--- config.mk ---
export PLATFORM = sky130hd
export DESIGN_NAME = ffba_table
export DESIGN_NICKNAME = d
export VERILOG_FILES = /design/src/hw/rtl/first_fit_block_allocator_assert.svh /design/src/hw/rtl/ffba_pkg.sv /design/src/hw/rtl/ffba_table.sv
export SDC_FILE = /design/constraint.sdc
export NUM_CORES = 2
export LEC_CHECK = 0
export BUFFER_PORTS_ARGS = -buffer_cell sky130_fd_sc_hd__buf_4
export CORE_UTILIZATION = 57
export CTS_CLUSTER_SIZE = 14
export DETAILED_ROUTE_END_ITERATION = 12
export HOLD_SLACK_MARGIN = 0.12
export PLACE_DENSITY = 0.76
export SLEW_MARGIN = 20
export SYNTH_ARGS = -nofsm -noshare
export SYNTH_HDL_FRONTEND = slang
export SYNTH_MEMORY_MAX_BITS = 65536
export SYNTH_SLANG_ARGS = --single-unit
--- constraint.sdc ---
create_clock -name clk -period 5.8 [get_ports clk]
set_clock_uncertainty 0.05 [all_clocks]
set_input_delay 0 -clock clk [delete_from_list [all_inputs] [get_ports clk]]
set_output_delay 0 -clock clk [all_outputs]
set_load 0.05 [all_outputs]
--- src/hw/rtl/first_fit_block_allocator_assert.svh ---
// Assertion macros for the first-fit block allocator
`ifndef FIRST_FIT_BLOCK_ALLOCATOR_ASSERT_SVH
`define FIRST_FIT_BLOCK_ALLOCATOR_ASSERT_SVH

// same-cycle implication, disabled during reset
`define FFBA_ASSERT_NOW(lbl, ante, cons, msg) \
    lbl: assert property (@(posedge clk) disable iff (!rst_n) (ante) |-> (cons)) \
        else $error(msg);

// next-cycle implication, disabled during reset
`define FFBA_ASSERT_NXT(lbl, ante, cons, msg) \
    lbl: assert property (@(posedge clk) disable iff (!rst_n) (ante) |=> (cons)) \
        else $error(msg);

`endif

--- src/hw/rtl/ffba_pkg.sv ---
// Shared types and constants of the first-fit block allocator
package ffba_pkg;

    localparam int unsigned MAX_BLOCKS_DEF = 64;
    localparam logic [31:0] CHUNK_RESET    = 32'd67108864;

    typedef enum logic [1:0] {
        ST_OK        = 2'd0,
        ST_NO_FIT    = 2'd1,
        ST_FULL      = 2'd2,
        ST_NOT_FOUND = 2'd3
    } status_t;

    typedef enum logic {
        CMD_ALLOC = 1'b0,
        CMD_FREE  = 1'b1
    } cmd_t;

    typedef enum logic {
        REG_CHUNK = 1'b0,
        REG_NONE  = 1'b1
    } reg_idx_t;

    typedef struct packed {
        logic        free;
        logic [31:0] len;
        logic [31:0] off;
    } entry_t;

    typedef struct packed {
        logic   en;
        entry_t data;
    } tab_wr_t;

    typedef struct packed {
        logic init;
        logic busy;
    } seq_stat_t;

    typedef enum logic [3:0] {
        S_INIT,
        S_IDLE,
        S_SCAN_RD,
        S_SCAN_CHK,
        S_UP_RD,
        S_UP_WR,
        S_ALLOC_WR,
        S_ALLOC_WR2,
        S_MRG_RD,
        S_MRG_CHK,
        S_DN_RD,
        S_DN_WR,
        S_FREE_WR,
        S_RESP
    } state_t;

endpackage

--- src/hw/rtl/ffba_table.sv ---
// Block table memory: one write port, one registered read port
module ffba_table
    import ffba_pkg::*;
#(
    parameter int unsigned DEPTH = MAX_BLOCKS_DEF,
    parameter int unsigned AW    = $clog2(DEPTH)
)
(
    input  logic          clk,
    input  logic [AW-1:0] rd_addr,
    output entry_t        rd_data,
    input  logic [AW-1:0] wr_addr,
    input  tab_wr_t       wr
);

    entry_t mem [DEPTH];

    always_ff @(posedge clk)
    begin
        if (wr.en)
        begin
            mem[wr_addr] <= wr.data;
        end
        rd_data <= mem[rd_addr];
    end

endmodule

==> metrics.md <==
| Metric | Value |
|---|---|
| First-iteration detailed-routing DRC count | `13.25k` |
| GP Congestion | `0.8168` |
| CP Cell Sequence | `dlygate4sd3_1, buf_4, nor2b_1, dlygate4sd3_1, nand4_1, nor3_2, buf_4, buf_4` |
| Vias in the first global route | `81.72k` |
| Crit path DAT | `3.82 ns` |
| FF/Latch Area | `126200 um2` |
| Hpwl dp | `214300 um` |
| Setup bufs post-CTS | `0` |
| Top cells by area, synth | `edfxtp_1 (79%), mux4_2 (15%), a22oi_1 (1.2%)` |
| Pwr/cell area | `358.3 nW/um2` |
| Die footprint | `279900 um2` |
| Crit end category | `flop` |
| Clock transition at path regs | `0.06 ns` |
| Final critical-path share of the clock period | `57.72%` |
| Tot GR Track Use | `32.26%` |
| IO Pins | `144` |
| Post-synth cell types | `27` |
| Chip height | `529.0 um` |
| Antenna violations before repair | `23` |
| Max clock buf depth | `4` |
| Setup violators final | `0` |
| R2R cell count | `5` |
| DR WL/cell | `40.20 um` |
| Pins Over Slew Limit | `0` |
| Area growth from synthesis to layout | `13.64%` |
| Total of max-cap violations | `0` |
| Crit path launch type | `input pin` |
| Final ANT Viol Nets | `0` |
| RSZ-0062 raised after global routing | `false` |
| Critical R2R Launch | `mem[63][64]` |
| Register area share after synthesis | `79.72%` |
| Port bufs | `143` |
| # rows | `193` |
| Crit path kind | `in2reg` |
| Nets@finish | `7150` |
| Setup_tns | `0 ns` |
| Skew-Pair Late Insertion Delay | `0.93 ns` |
| Layout cells sized above 1 | `27.75%` |
| DRC | `0` |
| Fin worst setup slack | `2.452 ns` |
| Reg-to-reg slack, setup | `3.59 ns` |
| Fillers | `16.74k` |
| P_leak | `0.05597 uW` |
| Status | `completed` |
| DR pass1 iterations | `6` |
| Area of the core | `276300 um2` |
| EDFF count, synth | `4160` |
| Achievable Freq | `298.7 MHz` |
| Fin crit period | `3.348 ns` |
| Yosys warnings | `0` |
| Main synth FF type | `edfxtp_1` |
| Async SR Flop Fraction | `0%` |
| CTS root buf | `clkbuf_16` |
| Critical Path Source | `wr_addr[4]` |
| Area of the multi-input gates | `30750 um2` |
| Slew Limit Headroom | `18.22%` |
| Dpl ws | `2.638 ns` |
| Worst EP required | `6.27 ns` |
| Clock sink total | `4225` |
| Vias per cell | `7.178` |
| Gr ovfl total | `0` |
| H-tree depth | `5` |
| CP Capture Point | `mem[49][40]` |
| Syn Nets | `6685` |
| Final hold vios | `0` |
| Peak supply drop | `0.2571 mV` |
| Post-Syn Area per Cell | `23.97 um2` |
| Critical path's largest stage delay | `0.72 ns` |
| Max FO, Critical Path | `29` |
| Chip width | `529.0 um` |
| Hold Path Class | `in2reg` |
| Final WL | `448100 um` |
| Global-route wire length before repair | `623300 um` |
| CTS tree | `done` |
| Gate count of the mapped netlist | `6606` |
| R2r endpoint | `rd_data[64]` |
| Via count | `79.99k` |
| TritonCTS buffer count | `408` |
| Most frequent CP cell | `buf_4` |
| Pin count of the biggest net entering global routing | `137` |
| Tightest Pin Transition | `1.227 ns` |
| Syn Std Cell Area | `158300 um2` |
| Worst path slowest cell | `buf_4` |
| Synth top area share | `78.90%` |
| Initial core utilization | `57.31%` |
| Yosys top cell by area | `edfxtp_1` |
| #FFs+latches synth | `4225` |
-- cells in the final DEF, fill, tap and decap left out, types with 64 or more instances in the layout --
cell and n:
a211oi_1 65, a22oi_1 260, buf_12 82, buf_4 233
clkbuf_1 92, clkbuf_16 411, clkinv_2 73, dfxtp_1 65
dlygate4sd3_1 112, edfxtp_1 4160, mux2i_1 103, mux4_2 1040
nand3_1 114, nor2_4 64, o211a_1 65, o22ai_1 130
-- how the worst min path moves through the flow --
stage | endpoint | startpoint | depth (start not counted) | slack, ns
global placement | rd_data[63] | rd_data[63] | 1 | 0.41
finish | mem[15][4] | wr[4] | 2 | 0.14
CTS | mem[23][13] | wr[13] | 2 | 0.12
global route | mem[35][16] | wr[16] | 2 | 0.17
floorplan | mem[0][0] | wr[0] | 0 | 0.05
detailed placement | rd_data[62] | rd_data[62] | 1 | 0.41
-- worst max-delay path: cells and delay by family --
family                 cells  cell delay [ns]
AND/OR/NAND/NOR            3             1.04
buffers and inverters      5             2.69
-- layout make-up --
cell class,instances,area share (%)
timing repair buffer,432,2.545
tap,3705,2.576
clock buffer,545,6.229
multi-input combinational,2004,17.09
antenna,21,0.02921
sequential,4225,70.15
clock inverter,213,1.373
-- report_power, final --
group / total (uW) / switching, uW / internal [uW]
registers: 34000 / 189 / 33800
logic: 3240 / 2100 / 1150
clock network: 27200 / 11500 / 15800
total: 64500 / 13800 / 50700
-- sequential cells by signal, indices dropped and copies added (netlist names) --
signal,cells
mem,4160
rd_data,65
-- per-layer routing --
metal / vias to the layer above / global-route usage, % / wire length, um
li1: 29659 / - / -
met1: 41711 / 42.41 / 146600
met2: 7073 / 50.51 / 211200
met3: 1533 / 7.776 / 62000
met4: 18 / 17.14 / 28180
met5: - / 0 / 126
-- timing repair --
item                      4_1_cts  5_1_grt
hold buffers                  123        0
gates resized for setup         0        0
hold endpoints to repair     4460        0
-- metrics by stage --
stage | total power (uW) | util, % | cell area [um2] | instances | hold slack [ns]
2_1_floorplan | 36310 | - | 158300 | 6606 | 0.04887
3_3_place_gp | 37620 | 59.68 | 164900 | 10243 | 0.4075
3_5_place_dp | 37710 | 59.68 | 164900 | 10243 | 0.4058
4_1_cts | 64530 | 65.11 | 179900 | 11124 | 0.1200
5_1_grt | 65740 | 65.12 | 179900 | 11132 | 0.1719
6_report | 64460 | 65.13 | 179900 | 11145 | 0.1422
-- kinds of logic after synthesis --
family,Yosys count,synth area share (%)
buf+inv,377,1.204
mux,1143,15.44
compound gates,566,2.720
simple gates,295,0.9111
flops,4225,79.72
-- synth_stat cells, types with 2 or more instances --
master	count
mux2i_1	103
a22oi_1	260
mux4_2	1040
buf_6	16
nand3_1	115
nand4_1	2
o22ai_1	130
nand2b_1	9
dfxtp_1	65
and2_1	3
clkbuf_1	120
nor3_1	2
o211a_1	65
or3_1	3
a211oi_1	65
edfxtp_1	4160
nor2_1	112
buf_2	186
nand3b_1	25
buf_4	37
nand2_1	8
nor2b_1	9
or2_2	2
or3b_2	4
buf_1	18
o221ai_1	46
Power figures use the tool's default switching activity.
