--- config.mk ---
export PLATFORM = sky130hd
export DESIGN_NAME = ffba_seq
export DESIGN_NICKNAME = d
export VERILOG_FILES = /design/src/hw/rtl/first_fit_block_allocator_assert.svh /design/src/hw/rtl/ffba_pkg.sv /design/src/hw/rtl/ffba_seq.sv
export SDC_FILE = /design/constraint.sdc
export NUM_CORES = 1
export LEC_CHECK = 0
export CAP_MARGIN = 40
export CORE_MARGIN = 5
export CORE_UTILIZATION = 36
export DETAILED_ROUTE_END_ITERATION = 6
export DONT_BUFFER_PORTS = 1
export PLACE_DENSITY = 0.54
export SLEW_MARGIN = 5
export SYNTH_ARGS = -nofsm -noshare
export SYNTH_HDL_FRONTEND = slang
export SYNTH_SLANG_ARGS = --single-unit
--- constraint.sdc ---
create_clock -name clk -period 6.95 [get_ports clk]
set_input_delay 2.085 -clock clk [delete_from_list [all_inputs] [get_ports clk]]
set_output_delay 2.085 -clock clk [all_outputs]
set_load 0.005 [all_outputs]
--- src/hw/rtl/first_fit_block_allocator_assert.svh ---
// Assertion macros for the first-fit block allocator
`ifndef FIRST_FIT_BLOCK_ALLOCATOR_ASSERT_SVH
`define FIRST_FIT_BLOCK_ALLOCATOR_ASSERT_SVH

// same-cycle implication, disabled during reset
`define FFBA_ASSERT_NOW(lbl, ante, cons, msg) \
    lbl: assert property (@(posedge clk) disable iff (!rst_n) (ante) |-> (cons)) \
        else $error(msg);

// next-cycle implication, disabled during reset
`define FFBA_ASSERT_NXT(lbl, ante, cons, msg) \
    lbl: assert property (@(posedge clk) disable iff (!rst_n) (ante) |=> (cons)) \
        else $error(msg);

`endif

--- src/hw/rtl/ffba_pkg.sv ---
// Shared types and constants of the first-fit block allocator
package ffba_pkg;

    localparam int unsigned MAX_BLOCKS_DEF = 64;
    localparam logic [31:0] CHUNK_RESET    = 32'd67108864;

    typedef enum logic [1:0] {
        ST_OK        = 2'd0,
        ST_NO_FIT    = 2'd1,
        ST_FULL      = 2'd2,
        ST_NOT_FOUND = 2'd3
    } status_t;

    typedef enum logic {
        CMD_ALLOC = 1'b0,
        CMD_FREE  = 1'b1
    } cmd_t;

    typedef enum logic {
        REG_CHUNK = 1'b0,
        REG_NONE  = 1'b1
    } reg_idx_t;

    typedef struct packed {
        logic        free;
        logic [31:0] len;
        logic [31:0] off;
    } entry_t;

    typedef struct packed {
        logic   en;
        entry_t data;
    } tab_wr_t;

    typedef struct packed {
        logic init;
        logic busy;
    } seq_stat_t;

    typedef enum logic [3:0] {
        S_INIT,
        S_IDLE,
        S_SCAN_RD,
        S_SCAN_CHK,
        S_UP_RD,
        S_UP_WR,
        S_ALLOC_WR,
        S_ALLOC_WR2,
        S_MRG_RD,
        S_MRG_CHK,
        S_DN_RD,
        S_DN_WR,
        S_FREE_WR,
        S_RESP
    } state_t;

endpackage

--- src/hw/rtl/ffba_seq.sv ---
// Sequencer: scans, shifts and rewrites the block table one entry per step
module ffba_seq
    import ffba_pkg::*;
#(
    parameter int unsigned MAX_BLOCKS = MAX_BLOCKS_DEF,
    parameter int unsigned IW = $clog2(MAX_BLOCKS),
    parameter int unsigned CW = $clog2(MAX_BLOCKS + 1)
)
(
    input  logic          clk,
    input  logic          rst_n,
    input  logic          reinit,
    input  logic [31:0]   chunk,
    input  logic          in_valid,
    output logic          in_ready,
    input  logic          command,
    input  logic [31:0]   request_bytes,
    input  logic [31:0]   block_offset_in,
    output logic          out_valid,
    input  logic          out_ready,
    output logic [1:0]    status,
    output logic [31:0]   granted_offset,
    output logic [31:0]   granted_bytes,
    output logic [IW-1:0] rd_addr,
    input  entry_t        rd_data,
    output logic [IW-1:0] wr_addr,
    output tab_wr_t       wr,
    output logic [CW-1:0] count,
    output seq_stat_t     stat
);

    state_t        state_reg, state_next;
    logic [CW-1:0] cnt_reg, cnt_next;
    logic [CW-1:0] idx_reg, idx_next;
    logic [CW-1:0] j_reg, j_next;
    cmd_t          cmd_reg, cmd_next;
    logic [31:0]   want_reg, want_next;
    logic [31:0]   key_reg, key_next;
    entry_t        cur_reg, cur_next;
    status_t       res_st_reg, res_st_next;
    logic [31:0]   res_off_reg, res_off_next;
    logic [31:0]   res_len_reg, res_len_next;
    logic          ov_reg, ov_next;
    status_t       ost_reg, ost_next;
    logic [31:0]   ooff_reg, ooff_next;
    logic [31:0]   olen_reg, olen_next;

    logic [CW:0]   idx1, cnt_x, j_x;
    logic [CW-1:0] j_m1, j_p1, idx_p1;
    logic          accept, fit, exact, hit, scan_end, full, out_free;

    assign accept   = in_valid && in_ready;
    assign idx1     = {1'b0, idx_reg} + 1'b1;
    assign cnt_x    = {1'b0, cnt_reg};
    assign j_x      = {1'b0, j_reg};
    assign j_m1     = j_reg - 1'b1;
    assign j_p1     = j_reg + 1'b1;
    assign idx_p1   = idx1[CW-1:0];
    assign fit      = rd_data.free && (rd_data.len >= want_reg);
    assign exact    = rd_data.len == want_reg;
    assign hit      = rd_data.off == key_reg;
    assign scan_end = idx_reg >= cnt_reg;
    assign full     = cnt_reg == CW'(MAX_BLOCKS);
    assign out_free = !ov_reg || out_ready;

    // next state
    always_comb
    begin
        state_next = state_reg;
        case (state_reg)
            S_INIT:     state_next = S_IDLE;
            S_IDLE:     if (accept) state_next = S_SCAN_RD;
            S_SCAN_RD:  state_next = scan_end ? S_RESP : S_SCAN_CHK;
            S_SCAN_CHK:
            begin
                if (cmd_reg == CMD_ALLOC)
                begin
                    if (!fit)
                        state_next = S_SCAN_RD;
                    else if (exact)
                        state_next = S_ALLOC_WR2;
                    else if (full)
                        state_next = S_RESP;
                    else if (cnt_x > idx1)
                        state_next = S_UP_RD;
                    else
                        state_next = S_ALLOC_WR;
                end
                else
                begin
                    state_next = hit ? S_MRG_RD : S_SCAN_RD;
                end
            end
            S_UP_RD:     state_next = S_UP_WR;
            S_UP_WR:     state_next = (j_x > idx1 + 1'b1) ? S_UP_RD : S_ALLOC_WR;
            S_ALLOC_WR:  state_next = S_ALLOC_WR2;
            S_ALLOC_WR2: state_next = S_RESP;
            S_MRG_RD:    state_next = (idx1 < cnt_x) ? S_MRG_CHK : S_FREE_WR;
            S_MRG_CHK:
            begin
                if (!rd_data.free)
                    state_next = S_FREE_WR;
                else if (idx1 + 1'b1 < cnt_x)
                    state_next = S_DN_RD;
                else
                    state_next = S_MRG_RD;
            end
            S_DN_RD:     state_next = S_DN_WR;
            S_DN_WR:     state_next = (j_x + 2'd2 < cnt_x) ? S_DN_RD : S_MRG_RD;
            S_FREE_WR:   state_next = S_RESP;
            S_RESP:      if (out_free) state_next = S_IDLE;
            default:     state_next = S_INIT;
        endcase
        if (reinit)
            state_next = S_INIT;
    end

    // table port and handshake outputs
    always_comb
    begin
        in_ready = state_reg == S_IDLE;
        rd_addr  = idx_reg[IW-1:0];
        wr_addr  = idx_reg[IW-1:0];
        wr       = '0;
        case (state_reg)
            S_INIT:
            begin
                wr_addr      = '0;
                wr.en        = 1'b1;
                wr.data.free = 1'b1;
                wr.data.len  = chunk;
                wr.data.off  = '0;
            end
            S_UP_RD:  rd_addr = j_m1[IW-1:0];
            S_UP_WR:
            begin
                wr_addr = j_reg[IW-1:0];
                wr.en   = 1'b1;
                wr.data = rd_data;
            end
            S_ALLOC_WR:
            begin
                wr_addr      = idx_p1[IW-1:0];
                wr.en        = 1'b1;
                wr.data.free = 1'b1;
                wr.data.len  = cur_reg.len - want_reg;
                wr.data.off  = cur_reg.off + want_reg;
            end
            S_ALLOC_WR2:
            begin
                wr.en        = 1'b1;
                wr.data.free = 1'b0;
                wr.data.len  = want_reg;
                wr.data.off  = cur_reg.off;
            end
            S_MRG_RD: rd_addr = idx_p1[IW-1:0];
            S_DN_RD:  rd_addr = j_p1[IW-1:0];
            S_DN_WR:
            begin
                wr_addr = j_reg[IW-1:0];
                wr.en   = 1'b1;
                wr.data = rd_data;
            end
            S_FREE_WR:
            begin
                wr.en   = 1'b1;
                wr.data = cur_reg;
            end
            default: ;
        endcase
    end

    // datapath
    always_comb
    begin
        cnt_next     = cnt_reg;
        idx_next     = idx_reg;
        j_next       = j_reg;
        cmd_next     = cmd_reg;
        want_next    = want_reg;
        key_next     = key_reg;
        cur_next     = cur_reg;
        res_st_next  = res_st_reg;
        res_off_next = res_off_reg;
        res_len_next = res_len_reg;
        ov_next      = ov_reg;
        ost_next     = ost_reg;
        ooff_next    = ooff_reg;
        olen_next    = olen_reg;
        if (ov_reg && out_ready)
            ov_next = 1'b0;
        case (state_reg)
            S_INIT: cnt_next = CW'(1);
            S_IDLE:
            begin
                if (accept)
                begin
                    cmd_next  = cmd_t'(command);
                    want_next = request_bytes;
                    key_next  = block_offset_in;
                    idx_next  = '0;
                end
            end
            S_SCAN_RD:
            begin
                if (scan_end)
                begin
                    res_st_next  = (cmd_reg == CMD_ALLOC) ? ST_NO_FIT : ST_NOT_FOUND;
                    res_off_next = '0;
                    res_len_next = '0;
                end
            end
            S_SCAN_CHK:
            begin
                cur_next = rd_data;
                if (cmd_reg == CMD_ALLOC)
                begin
                    if (!fit)
                        idx_next = idx_p1;
                    else if (exact)
                    begin
                        res_st_next  = ST_OK;
                        res_off_next = rd_data.off;
                        res_len_next = want_reg;
                    end
                    else if (full)
                    begin
                        res_st_next  = ST_FULL;
                        res_off_next = '0;
                        res_len_next = '0;
                    end
                    else
                        j_next = cnt_reg;
                end
                else
                begin
                    cur_next.free = 1'b1;
                    if (!hit)
                        idx_next = idx_p1;
                end
            end
            S_UP_WR: j_next = j_m1;
            S_ALLOC_WR2:
            begin
                // an exact fit adds no remainder entry
                if (cur_reg.len != want_reg)
                    cnt_next = cnt_reg + 1'b1;
                res_st_next  = ST_OK;
                res_off_next = cur_reg.off;
                res_len_next = want_reg;
            end
            S_MRG_CHK:
            begin
                if (rd_data.free)
                begin
                    cur_next.len = cur_reg.len + rd_data.len;
                    j_next       = idx_p1;
                    if (!(idx1 + 1'b1 < cnt_x))
                        cnt_next = cnt_reg - 1'b1;
                end
            end
            S_DN_WR:
            begin
                j_next = j_p1;
                if (!(j_x + 2'd2 < cnt_x))
                    cnt_next = cnt_reg - 1'b1;
            end
            S_FREE_WR:
            begin
                res_st_next  = ST_OK;
                res_off_next = '0;
                res_len_next = '0;
            end
            S_RESP:
            begin
                // hold the result until the output register frees up
                if (out_free)
                begin
                    ov_next   = 1'b1;
                    ost_next  = res_st_reg;
                    ooff_next = res_off_reg;
                    olen_next = res_len_reg;
                end
            end
            default: ;
        endcase
    end

    always_ff @(posedge clk or negedge rst_n)
    begin
        if (!rst_n)
        begin
            state_reg <= S_INIT;
            cnt_reg   <= CW'(1);
            ov_reg    <= 1'b0;
        end
        else
        begin
            state_reg <= state_next;
            cnt_reg   <= cnt_next;
            ov_reg    <= ov_next;
        end
    end

    always_ff @(posedge clk)
    begin
        idx_reg     <= idx_next;
        j_reg       <= j_next;
        cmd_reg     <= cmd_next;
        want_reg    <= want_next;
        key_reg     <= key_next;
        cur_reg     <= cur_next;
        res_st_reg  <= res_st_next;
        res_off_reg <= res_off_next;
        res_len_reg <= res_len_next;
        ost_reg     <= ost_next;
        ooff_reg    <= ooff_next;
        olen_reg    <= olen_next;
    end

    assign out_valid      = ov_reg;
    assign status         = ost_reg;
    assign granted_offset = ooff_reg;
    assign granted_bytes  = olen_reg;
    assign count          = cnt_reg;
    assign stat.init      = state_reg == S_INIT;
    assign stat.busy      = state_reg != S_IDLE;

endmodule

==> run summary <==
yosys warns - 0
Power Dens Cells - 344 mW/mm^2
number of max-cap violations - 0
clk sinks - 288
CTS buffer count - 36
run status - complete, but fails checks
Slew @ Worst Pin - 0.860 ns
clk_lat worst skew - 0.57 ns
failing checks - design-rule violations
synthesized area per cell - 10.3 um^2
Synth area leader - edfxtp_1
Detailed Routing Iterations Pass 1 - 7
root buffer cell - clkbuf_16
Hold Slack - 0.410 ns
CTS Buffer Depth - 3
clk slew on worst S/H paths - 0.06 ns
Setup violations, final - 0
Hold Crit Class - reg2reg
PortBufs - 0
hold buffers post-CTS - 0
fin crit period - 6.30 ns
synthesized area - 0.0193 mm^2
Async SR Flop Fraction - 4.17%
Final Max Tran Viols - 0
relative slew slack - 42.5%
final hold violations - 0
post-route ant nets - 0
core area - 0.0529 mm^2
Worst VDD drop - 202 uV
count of different cell masters after synthesis - 83
Max Fanout on Critical Path - 5
final RePlAce weighted congestion - 0.919
Highest Clock Rate - 0.159 GHz
Worst Skew - 0.0325 ns
I/O pin total - 322
Syn Nets - 2217
GRT Total Usage - 23.3%
Post-synth top cells - edfxtp_1, ha_1, nand2_1
Setup Fix Bufs, Post-CTS - 0
Routed WL per cell - 27.6 um
drt first-iter violations - 1493
crit end category - primary output
#FFs+latches synth - 288
Die Area - 0.0583 mm^2
# H-tree levels - 2
period utilization - 90.7%
CTS tree - done
worst path required time - 4.87 ns
Final nets - 2211
die height - 242 um
Arrival @ worst endpoint - 4.22 ns
Layout fillers - 5171
setup tns final - 0 ns
final wirelength - 71.5 mm
RSZ-0062 raised after global routing - false
register area share after synthesis - 44.5%
Initial Utilization - 36.5%
Cell Rows - 84
Area contributors post-synth - edfxtp_1, ha_1, xor2_1
EDFF count, synth - 276
cts repair resizes - 0
ys flop type - edfxtp_1
dpl hpwl - 54.7 mm
routed vias/inst - 5.98
Via Count - 15497
Synth top area share - 42.9%
initial antenna violation count - 12
area growth from synthesis to layout - 11.1%
Pleak - 8.10 nW
gr ovfl total - 0
share of post-route cells with drive strength above 1 - 6.69%
top-count cell post-synth - edfxtp_1
Setup Crit Path Kind - reg2out
CP Launch Type - flop
vias in the first global route - 14962
Mapped Cells - 1876
first-pass GRT wire length - 104 mm
largest net degree at the start of global routing - 68
max reg flops - 65
Die X - 242 um
drt drc - 18
register-to-register setup slack - 3.07 ns
==> cell type report <==
cell class	count	area, um^2	area share (%)
inverters	96	360	1.68
well taps	688	861	4.02
repair buffers	32	343	1.60
flip-flops and latches	288	8590	40.1
multi-input cells	1416	10100	47.0
diodes	6	15.0	0.0700
clock inverters	23	263	1.23
clock buffers	42	933	4.35
==> metal layers <==
metal  part of all wire [%]  track usage [%]
met1                     41             30.5
met2                     46             37.9
met3                     11             8.03
met4                    1.8             4.92
met5                  0.045                0
==> final timing paths <==
kind                                  from                end  cells past startpoint
max in group asynchronous            rst_n           count[0]                      0
setup reg to reg               want_reg[9]    res_len_reg[14]                     12
hold reg to reg            res_len_reg[21]  granted_bytes[21]                      0
setup / recovery               want_reg[8]             wr[61]                     10
min in group asynchronous            rst_n          out_valid                      0
hold / removal             res_len_reg[21]  granted_bytes[21]                      0
==> placed cells by master (no fill, tap or decap), types with 35 or more instances in the layout <==
master / instances
o21ai_0: 112
a222oi_1: 35
and2_1: 36
xnor2_1: 57
edfxtp_1: 276
o211ai_1: 38
nor2_1: 123
a21oi_1: 113
a22oi_1: 67
clkbuf_16: 36
nand2_1: 152
xor2_1: 77
ha_1: 170
inv_1: 96
a21o_1: 71
==> critical path, cell delays in order, from the launching register on <==
cell      delay, ns
edfxtp_1       0.56
inv_1          0.14
ha_1           0.42
nand2_1        0.14
nor3_1         0.44
a211o_1        0.29
a21oi_1        0.15
o31ai_1        0.73
a21oi_1        0.18
xor2_1         0.18
o211ai_1       0.42
==> power by group <==
group,total [mW],internal (mW),leakage [nW],switching (mW)
logic,2.95,1.06,4.84,1.89
registers,2.48,2.23,2.69,0.253
clock network,1.94,1.13,0.580,0.816
total,7.38,4.42,8.10,2.96
==> cells by family after synthesis <==
| group | synth area share [%] |
|---|---|
| AO/OA/AOI/OAI | 21.7 |
| flip-flops | 44.5 |
| buffers and inverters | 3.59 |
| adder cells (fa/ha/maj) | 11.4 |
| AND/OR/NAND/NOR | 12.4 |
| XOR/XNOR | 6.08 |
| multiplexers | 0.214 |
==> per-stage QoR <==
step | instance area (um^2) | std cells | setup WS [ns] | util (%) | power [mW]
floorplan | 19300 | 1876 | 1.69 | - | 4.46
global placement | 20100 | 2511 | 1.34 | 38.0 | 5.40
detailed placement | 20200 | 2520 | 1.29 | 38.3 | 5.44
CTS | 21400 | 2585 | 0.674 | 40.5 | 7.41
global route | 21400 | 2587 | 0.520 | 40.5 | 7.78
finish | 21400 | 2591 | 0.646 | 40.6 | 7.38
Note: power is estimated with default switching activity, not from simulation.
